[src/rtl/mbsmr_pkg.sv]
// ============================================================================
// mbsmr_pkg
// Shared types, codes and helpers for the Modbus median responder.
// ============================================================================
package mbsmr_pkg;

    localparam int SAMPLE_COUNT_DEF = 9;

    localparam logic [15:0] CRC_INIT         = 16'hFFFF;
    localparam logic [15:0] CRC_POLY         = 16'hA001;
    localparam logic [7:0]  FUNC_READ_INPUT  = 8'h04;
    localparam logic [7:0]  REPLY_DATA_BYTES = 8'h02;
    localparam logic [7:0]  ADDR_RESET       = 8'h0B;
    localparam logic [7:0]  REG_RESET        = 8'h01;

    // configuration register indexes
    localparam logic [1:0] CFG_SLAVE_ADDRESS   = 2'd0;
    localparam logic [1:0] CFG_SERVED_REGISTER = 2'd1;

    // input operation codes
    localparam logic OP_RX_BYTE = 1'b0;
    localparam logic OP_SAMPLE  = 1'b1;

    typedef enum logic [2:0] {
        ST_REPLY_BYTE   = 3'd0,
        ST_SAMPLES_REQ  = 3'd1,
        ST_CRC_MISMATCH = 3'd2,
        ST_WRONG_ADDR   = 3'd3,
        ST_BAD_REGISTER = 3'd4
    } status_t;

    // one bit of the reflected CRC-16
    function automatic logic [15:0] crc_shift(input logic [15:0] crc);
        logic [15:0] res;
        res = {1'b0, crc[15:1]};
        if (crc[0])
        begin
            res = res ^ CRC_POLY;
        end
        return res;
    endfunction

endpackage

[src/rtl/modbus_slave_median_responder.sv]
// ============================================================================
// modbus_slave_median_responder
// Modbus RTU slave serving one input register with the median of samples.
// ============================================================================
// Input channel (in_valid/in_ready): operation 0 transfers a received serial
// byte, operation 1 transfers a sensor sample. Output channel
// (out_valid/out_ready) transfers status results and reply bytes.
// Configuration: cfg_write with cfg_index/cfg_data sets the slave address
// (index 0) or the served register (index 1); there is no read-back.
// Structure: one bit-serial CRC shifter does all checksum work, and in_ready
// stays low while it folds in each of the first six request bytes. The
// median is found by one shared pair of comparators that ranks each stored
// sample in turn against every stored sample, itself included; then the
// reply CRC is computed over five bytes, then seven reply transfers follow.
// in_ready is low while the block works and while a result waits in the
// output register; a stalled receiver therefore holds the input side too.
// Reset (rst_n, asynchronous) returns to idle awaiting an address byte and
// restores the reset configuration; no clearing pass is needed.
// ============================================================================
module modbus_slave_median_responder #(
    parameter int SAMPLE_COUNT = mbsmr_pkg::SAMPLE_COUNT_DEF
) (
    input  logic                clk,
    input  logic                rst_n,
    input  logic                in_valid,
    output logic                in_ready,
    input  logic                operation,
    input  logic [7:0]          rx_byte,
    input  logic [15:0]         sample_value,
    output logic                out_valid,
    input  logic                out_ready,
    output mbsmr_pkg::status_t  status,
    output logic [7:0]          tx_byte,
    output logic                last,
    input  logic                cfg_write,
    input  logic [1:0]          cfg_index,
    input  logic [7:0]          cfg_data
);
    import mbsmr_pkg::*;

    localparam int CW = $clog2(SAMPLE_COUNT + 1);
    localparam int IW = $clog2(SAMPLE_COUNT);
    localparam logic [CW-1:0] N_LAST = CW'(SAMPLE_COUNT - 1);
    localparam logic [CW-1:0] N_FULL = CW'(SAMPLE_COUNT);
    localparam logic [CW-1:0] MID    = CW'(SAMPLE_COUNT / 2);

    typedef enum logic [1:0] {
        PH_IDLE,
        PH_FRAME,
        PH_SAMPLE
    } phase_t;

    typedef enum logic [2:0] {
        S_IDLE,
        S_CRC,
        S_LOAD,
        S_CAPT,
        S_SCAN,
        S_SEND
    } state_t;

    state_t        state_reg;
    phase_t        phase_reg;
    logic [7:0]    addr_reg;
    logic [7:0]    served_reg;
    logic [2:0]    byte_count_reg;
    logic [15:0]   crc_reg;
    logic [2:0]    bit_cnt_reg;
    logic          reply_mode_reg;
    logic [2:0]    reply_idx_reg;
    logic [7:0]    frame3_reg;
    logic [7:0]    crc_lo_reg;
    logic [CW-1:0] sample_count_reg;
    logic [CW-1:0] cand_idx_reg;
    logic [CW-1:0] scan_idx_reg;
    logic [CW-1:0] gt_cnt_reg;
    logic [CW-1:0] ge_cnt_reg;
    logic [15:0]   cand_val_reg;
    logic [15:0]   med_reg;
    logic [15:0]   rd_data_reg;
    logic          out_valid_reg;
    status_t       status_reg;
    logic [7:0]    tx_byte_reg;
    logic          last_reg;

    logic [15:0]   sample_mem [SAMPLE_COUNT];

    logic          in_xfer;
    logic          wr_en;
    logic [IW-1:0] rd_addr;
    logic          out_free;
    logic [15:0]   crc_step;
    logic [CW-1:0] gt_sum;
    logic [CW-1:0] ge_sum;

    function automatic logic [7:0] reply_byte(input logic [2:0]  idx,
                                              input logic [7:0]  addr,
                                              input logic [15:0] med,
                                              input logic [15:0] crc);
        logic [7:0] b;
        case (idx)
            3'd0:    b = addr;
            3'd1:    b = FUNC_READ_INPUT;
            3'd2:    b = REPLY_DATA_BYTES;
            3'd3:    b = med[15:8];
            3'd4:    b = med[7:0];
            3'd5:    b = crc[7:0];
            3'd6:    b = crc[15:8];
            default: b = 8'h00;
        endcase
        return b;
    endfunction

    assign in_ready  = (state_reg == S_IDLE) && !out_valid_reg;
    assign in_xfer   = in_valid && in_ready;
    assign out_free  = !out_valid_reg || out_ready;
    assign out_valid = out_valid_reg;
    assign status    = status_reg;
    assign tx_byte   = tx_byte_reg;
    assign last      = last_reg;

    assign wr_en    = in_xfer && (operation == OP_SAMPLE) && (phase_reg == PH_SAMPLE);
    assign crc_step = crc_shift(crc_reg);

    always_comb
    begin
        rd_addr = '0;
        case (state_reg)
            S_LOAD:  rd_addr = cand_idx_reg[IW-1:0];
            S_SCAN:
            begin
                if (scan_idx_reg != N_FULL)
                begin
                    rd_addr = scan_idx_reg[IW-1:0];
                end
            end
            default: rd_addr = '0;
        endcase
    end

    // rank of the sample arriving from memory against the held candidate
    assign gt_sum = gt_cnt_reg + CW'(rd_data_reg > cand_val_reg);
    assign ge_sum = ge_cnt_reg + CW'(rd_data_reg >= cand_val_reg);

    always_ff @(posedge clk)
    begin
        if (wr_en)
        begin
            sample_mem[sample_count_reg[IW-1:0]] <= sample_value;
        end
        rd_data_reg <= sample_mem[rd_addr];
    end

    always_ff @(posedge clk or negedge rst_n)
    begin
        if (!rst_n)
        begin
            state_reg        <= S_IDLE;
            phase_reg        <= PH_IDLE;
            addr_reg         <= ADDR_RESET;
            served_reg       <= REG_RESET;
            byte_count_reg   <= '0;
            crc_reg          <= CRC_INIT;
            bit_cnt_reg      <= '0;
            reply_mode_reg   <= 1'b0;
            reply_idx_reg    <= '0;
            frame3_reg       <= '0;
            crc_lo_reg       <= '0;
            sample_count_reg <= '0;
            cand_idx_reg     <= '0;
            scan_idx_reg     <= '0;
            gt_cnt_reg       <= '0;
            ge_cnt_reg       <= '0;
            cand_val_reg     <= '0;
            med_reg          <= '0;
            out_valid_reg    <= 1'b0;
            status_reg       <= ST_REPLY_BYTE;
            tx_byte_reg      <= '0;
            last_reg         <= 1'b0;
        end
        else
        begin
            if (cfg_write)
            begin
                case (cfg_index)
                    CFG_SLAVE_ADDRESS:   addr_reg   <= cfg_data;
                    CFG_SERVED_REGISTER: served_reg <= cfg_data;
                    default: ;
                endcase
            end

            // the send state reloads the output register itself
            if (out_valid_reg && out_ready && state_reg != S_SEND)
            begin
                out_valid_reg <= 1'b0;
            end

            case (state_reg)
                S_IDLE:
                begin
                    if (in_xfer && operation == OP_RX_BYTE)
                    begin
                        case (phase_reg)
                            PH_IDLE:
                            begin
                                if (rx_byte != addr_reg)
                                begin
                                    out_valid_reg <= 1'b1;
                                    status_reg    <= ST_WRONG_ADDR;
                                    tx_byte_reg   <= '0;
                                    last_reg      <= 1'b0;
                                end
                                else
                                begin
                                    crc_reg        <= CRC_INIT ^ {8'h00, rx_byte};
                                    bit_cnt_reg    <= '0;
                                    reply_mode_reg <= 1'b0;
                                    byte_count_reg <= 3'd1;
                                    phase_reg      <= PH_FRAME;
                                    state_reg      <= S_CRC;
                                end
                            end
                            PH_FRAME:
                            begin
                                if (byte_count_reg < 3'd6)
                                begin
                                    if (byte_count_reg == 3'd3)
                                    begin
                                        frame3_reg <= rx_byte;
                                    end
                                    crc_reg        <= crc_reg ^ {8'h00, rx_byte};
                                    bit_cnt_reg    <= '0;
                                    byte_count_reg <= byte_count_reg + 3'd1;
                                    state_reg      <= S_CRC;
                                end
                                else if (byte_count_reg == 3'd6)
                                begin
                                    crc_lo_reg     <= rx_byte;
                                    byte_count_reg <= 3'd7;
                                end
                                else
                                begin
                                    // final byte: judge the frame
                                    byte_count_reg <= '0;
                                    out_valid_reg  <= 1'b1;
                                    tx_byte_reg    <= '0;
                                    last_reg       <= 1'b0;
                                    if (crc_lo_reg != crc_reg[7:0] ||
                                        rx_byte != crc_reg[15:8])
                                    begin
                                        status_reg <= ST_CRC_MISMATCH;
                                        phase_reg  <= PH_IDLE;
                                    end
                                    else if (frame3_reg != served_reg)
                                    begin
                                        status_reg <= ST_BAD_REGISTER;
                                        phase_reg  <= PH_IDLE;
                                    end
                                    else
                                    begin
                                        status_reg       <= ST_SAMPLES_REQ;
                                        phase_reg        <= PH_SAMPLE;
                                        sample_count_reg <= '0;
                                    end
                                end
                            end
                            default: ;
                        endcase
                    end
                    else if (wr_en)
                    begin
                        sample_count_reg <= sample_count_reg + CW'(1);
                        if (sample_count_reg == N_LAST)
                        begin
                            cand_idx_reg <= '0;
                            state_reg    <= S_LOAD;
                        end
                    end
                end

                S_CRC:
                begin
                    bit_cnt_reg <= bit_cnt_reg + 3'd1;
                    if (bit_cnt_reg != 3'd7)
                    begin
                        crc_reg <= crc_step;
                    end
                    else if (!reply_mode_reg)
                    begin
                        crc_reg   <= crc_step;
                        state_reg <= S_IDLE;
                    end
                    else if (reply_idx_reg < 3'd4)
                    begin
                        // fold in the next reply byte
                        crc_reg <= crc_step ^ {8'h00,
                                   reply_byte(reply_idx_reg + 3'd1, addr_reg,
                                              med_reg, crc_reg)};
                        reply_idx_reg <= reply_idx_reg + 3'd1;
                    end
                    else
                    begin
                        crc_reg       <= crc_step;
                        reply_idx_reg <= '0;
                        state_reg     <= S_SEND;
                    end
                end

                S_LOAD:
                begin
                    state_reg <= S_CAPT;
                end

                S_CAPT:
                begin
                    cand_val_reg <= rd_data_reg;
                    gt_cnt_reg   <= '0;
                    ge_cnt_reg   <= '0;
                    scan_idx_reg <= '0;
                    state_reg    <= S_SCAN;
                end

                S_SCAN:
                begin
                    // first cycle only issues the read of entry zero
                    if (scan_idx_reg != '0)
                    begin
                        gt_cnt_reg <= gt_sum;
                        ge_cnt_reg <= ge_sum;
                    end
                    scan_idx_reg <= scan_idx_reg + CW'(1);
                    if (scan_idx_reg == N_FULL)
                    begin
                        if (gt_sum <= MID && ge_sum > MID)
                        begin
                            med_reg        <= cand_val_reg;
                            crc_reg        <= CRC_INIT ^ {8'h00, addr_reg};
                            bit_cnt_reg    <= '0;
                            reply_idx_reg  <= '0;
                            reply_mode_reg <= 1'b1;
                            state_reg      <= S_CRC;
                        end
                        else
                        begin
                            cand_idx_reg <= cand_idx_reg + CW'(1);
                            state_reg    <= S_LOAD;
                        end
                    end
                end

                S_SEND:
                begin
                    if (out_free)
                    begin
                        out_valid_reg <= 1'b1;
                        status_reg    <= ST_REPLY_BYTE;
                        tx_byte_reg   <= reply_byte(reply_idx_reg, addr_reg, med_reg,
                                                    crc_reg);
                        last_reg      <= (reply_idx_reg == 3'd6);
                        if (reply_idx_reg == 3'd6)
                        begin
                            reply_idx_reg    <= '0;
                            reply_mode_reg   <= 1'b0;
                            phase_reg        <= PH_IDLE;
                            sample_count_reg <= '0;
                            crc_reg          <= CRC_INIT;
                            state_reg        <= S_IDLE;
                        end
                        else
                        begin
                            reply_idx_reg <= reply_idx_reg + 3'd1;
                        end
                    end
                end

                default: state_reg <= S_IDLE;
            endcase
        end
    end

endmodule

[config.mk]
export PLATFORM = sky130hd
export DESIGN_NAME = modbus_slave_median_responder
export DESIGN_NICKNAME = d
export VERILOG_FILES = /design/src/rtl/mbsmr_pkg.sv /design/src/rtl/modbus_slave_median_responder.sv
export SDC_FILE = /design/constraint.sdc
export NUM_CORES = 1
export LEC_CHECK = 0
export BUFFER_PORTS_ARGS = -buffer_cell sky130_fd_sc_hd__buf_2
export CAP_MARGIN = 20
export CORE_AREA = 2 2 163 149
export DETAILED_ROUTE_END_ITERATION = 8
export DIE_AREA = 0 0 165 151
export PLACE_DENSITY = 0.75
export SLEW_MARGIN = 20
export SYNTH_ARGS = -nofsm -noshare
export SYNTH_HDL_FRONTEND = slang
export SYNTH_SLANG_ARGS = --single-unit
[constraint.sdc]
create_clock -name clk -period 12.7 [get_ports clk]
set_clock_uncertainty 0.2 [all_clocks]
set_input_delay 1.905 -clock clk [delete_from_list [all_inputs] [get_ports clk]]
set_output_delay 1.905 -clock clk [all_outputs]
set_load 0.01 [all_outputs]
==> impl_metrics.py <==
metrics = {
    "status": {
        "status": "completed",
    },
    "worst_setup_path": {
        "path_cells": "inv_1 > ha_1 > nor2b_1 > o21a_1 > o21ai_0 > or4b_2 > a21oi_1 > a21oi_1 > ha_1 > ha_1 > nor2b_1 > o22a_1 > o211a_1 > o211ai_2 > a21oi_2 > o22a_1",
        "required_ns": 12.98,
        "arrival_ns": 4.77,
        "cp_slowest_cell": "o211ai_2",
        "cp-end-kind": "flop",
        "worstSetupPathType": "reg2reg",
        "cpMostUsedCell": "ha_1",
        "worstSetupStartpointType": "flop",
        "cpPeakStageDelay_ns": 0.72,
        "crit_fanout": 22,
    },
    "final_layout": {
        "final_nets": 1232,
        "areaGrowthSynthToFinish_pct": 10.52,
        "insertedDiodeCount": 0,
        "final.fill_count": 1720,
        "final_common_cell": "edfxtp_1",
        "layout_common_cells": "edfxtp_1, dfrtp_1, nand2_1, mux2_2, buf_2",
        "fin_area_sq_um": 15230,
        "largest_reg_flops": 144,
        "postLayoutCoreUtil_pct": 65.81,
        "drive_gt1_share_pct": 19.52,
    },
    "timing": {
        "drv_slew": 0,
        "finalSetupViolations": 0,
        "rsz0062_at_grt": "false",
        "tns_ns": 0,
        "max_slew_margin_pct": 28.45,
        "fin_crit_sh_pct": 35.31,
        "hold_viol": 0,
        "layout_setup_ws_ns": 8.215,
        "tightest_slew_ns": 1.073,
        "min_period_ns": 4.485,
        "fmax_mhz": 223.0,
    },
    "die": {
        "die_width_um": 165,
        "start_util_pct": 59.54,
        "die_area_sq_um": 24920,
        "rows": 53,
        "io_pins": 54,
        "core_sq_um": 23140,
        "fp.dieH_um": 151,
    },
    "synthesis": {
        "netlist_area_sq_um": 13780,
        "synth.distinct_cells": 76,
        "synth_edf_count": 144,
        "ys_seq_area_share_pct": 57.13,
        "synth-seq-cells": 288,
        "avgSynthCellArea_sq_um": 12.29,
        "synthCells": 1121,
        "yosys_warnings": 0,
        "ys.flop_type": "edfxtp_1",
        "synth_fp_nets": 1203,
        "synth-async-reset-ratio_pct": 44.44,
    },
    "global_routing": {
        "grt_util_met1_pct": 38.99,
        "antenna_found_initial": 1,
        "grt_max_degree": 81,
        "grtUsageMet2_pct": 39.44,
        "grt_util_met3_pct": 4.874,
        "grt_pass1_wl_um": 49580,
        "gr-max-usage-layer": "met2",
        "grt_overflow": 0,
        "grt_usage_pct": 25.97,
        "grt_pass1_vias": 8963,
    },
    "clock_tree": {
        "cts_buffers": 29,
        "cts_tree": "done",
        "clk_path_buf_depth": 3,
        "post_cts_buffers": 0,
        "cts_root_buf": "clkbuf_16",
        "cts_hold_buf": 0,
        "clkTransAtPathRegs_ns": 0.06,
        "clock_latency_ns": 0.56,
        "cts.repair.resized": 0,
        "clock_sinks": 288,
        "htreeDepth": 1,
    },
    "power": {
        "power_density_nw_per_um2": 207.8,
        "p_leak_nw": 5.897,
        "power_w": 0.003165,
        "ir_drop_mv": 0.1415,
    },
    "detailed_routing": {
        "drt-total-wl_um": 31470,
        "ant_nets": 0,
        "drt_first_pass_iters": 7,
        "route.detailed.wl_per_inst_um": 21.34,
        "drc": 0,
        "vias": 9166,
        "drt_iter0_drc": 910,
        "avgViaCountPerCell": 6.214,
    },
    "hold_path": {
        "min_path_type": "reg2reg",
    },
    "placement": {
        "place_ws_ns": 8.233,
        "place_area_sq_um": 14200,
        "gp_congestion": 0.9126,
        "hpwl_um": 21270,
        "port_buffers": 53,
    },
    "run": {
        "max_cap_viol_count": 0,
    },
}
path summary, 6_finish.rpt:
check                                    end             from  slack, ns  depth (start not counted)
min                               tx_byte[6]       tx_byte[6]       0.27                          2
min in group asynchronous   cand_val_reg[12]            rst_n       1.21                          1
max in group asynchronous  byte_count_reg[1]            rst_n       9.69                          2
min reg2reg                       tx_byte[6]       tx_byte[6]       0.27                          2
max reg2reg                      crc_reg[15]  cand_val_reg[1]       8.22                         16
max                              crc_reg[15]  cand_val_reg[1]       8.22                         16
layer usage:
metal  routed length (um)  share of wire [%]  vias up
met5                    0                  0        -
met4                  643                2.0        0
met3                 2610                8.3       49
met2                14150                 45      392
met1                14060                 45     4472
li1                     -                  -     4253
where the power goes:
| part | switching, W | leakage [nW] | internal [W] |
|---|---|---|---|
| combinational | 0.000526 | 2.34 | 0.000413 |
| clock | 0.000353 | 0.493 | 0.000556 |
| sequential | 0.000189 | 3.07 | 0.00113 |
| total | 0.00107 | 5.90 | 0.00210 |
per-stage QoR:
step	cells	hold WS (ns)
3_5_place_dp	1421	0.2664
6_report	1475	0.2749
5_1_grt	1475	0.3058
3_3_place_gp	1421	0.2597
2_1_floorplan	1121	0.2508
4_1_cts	1475	0.2803
kinds of logic (layout without fill, tap and decap cells):
kind of cell / after synthesis / in the layout / synth area share, %
flip-flops: 288 / 288 / 57.13
buffers and inverters: 96 / 148 / 3.169
adder cells (fa/ha/maj): 42 / 42 / 3.813
AO/OA/AOI/OAI: 244 / 244 / 12.55
XOR/XNOR: 49 / 49 / 3.114
multiplexers: 126 / 126 / 9.915
AND/OR/NAND/NOR: 276 / 276 / 10.31
critical path: cells and delay by family, from the launching register on:
| kind | cells | cell delay (ns) |
|---|---|---|
| flip-flops | 1 | 0.36 |
| AO/OA/AOI/OAI | 9 | 2.18 |
| buffers and inverters | 1 | 0.05 |
| adder cells (fa/ha/maj) | 3 | 0.71 |
| AND/OR/NAND/NOR | 3 | 0.88 |
cell usage after synthesis (34+ instances only):
cell type | n | area share [%]
nor2_1 | 34 | 0.93
ha_1 | 42 | 3.8
a21oi_1 | 35 | 1.3
mux2i_1 | 42 | 3.1
mux2_2 | 84 | 6.9
edfxtp_1 | 144 | 31
xnor2_1 | 41 | 2.6
dfrtp_1 | 108 | 20
o21ai_0 | 47 | 1.7
nand2_1 | 93 | 2.5
clkbuf_1 | 37 | 1.0
a211oi_1 | 36 | 2.0
layout make-up:
| class | instances | area, sq um | share of cell area (%) |
|---|---|---|---|
| tap | 302 | 377.9 | 2.481 |
| clock inverter | 16 | 249.0 | 1.635 |
| clock buffer | 38 | 779.5 | 5.118 |
| multi-input combinational | 737 | 5493 | 36.06 |
| timing repair buffer | 63 | 342.8 | 2.251 |
| sequential | 288 | 7873 | 51.69 |
| inverter | 31 | 116.4 | 0.7640 |
Power figures use the tool's default switching activity.
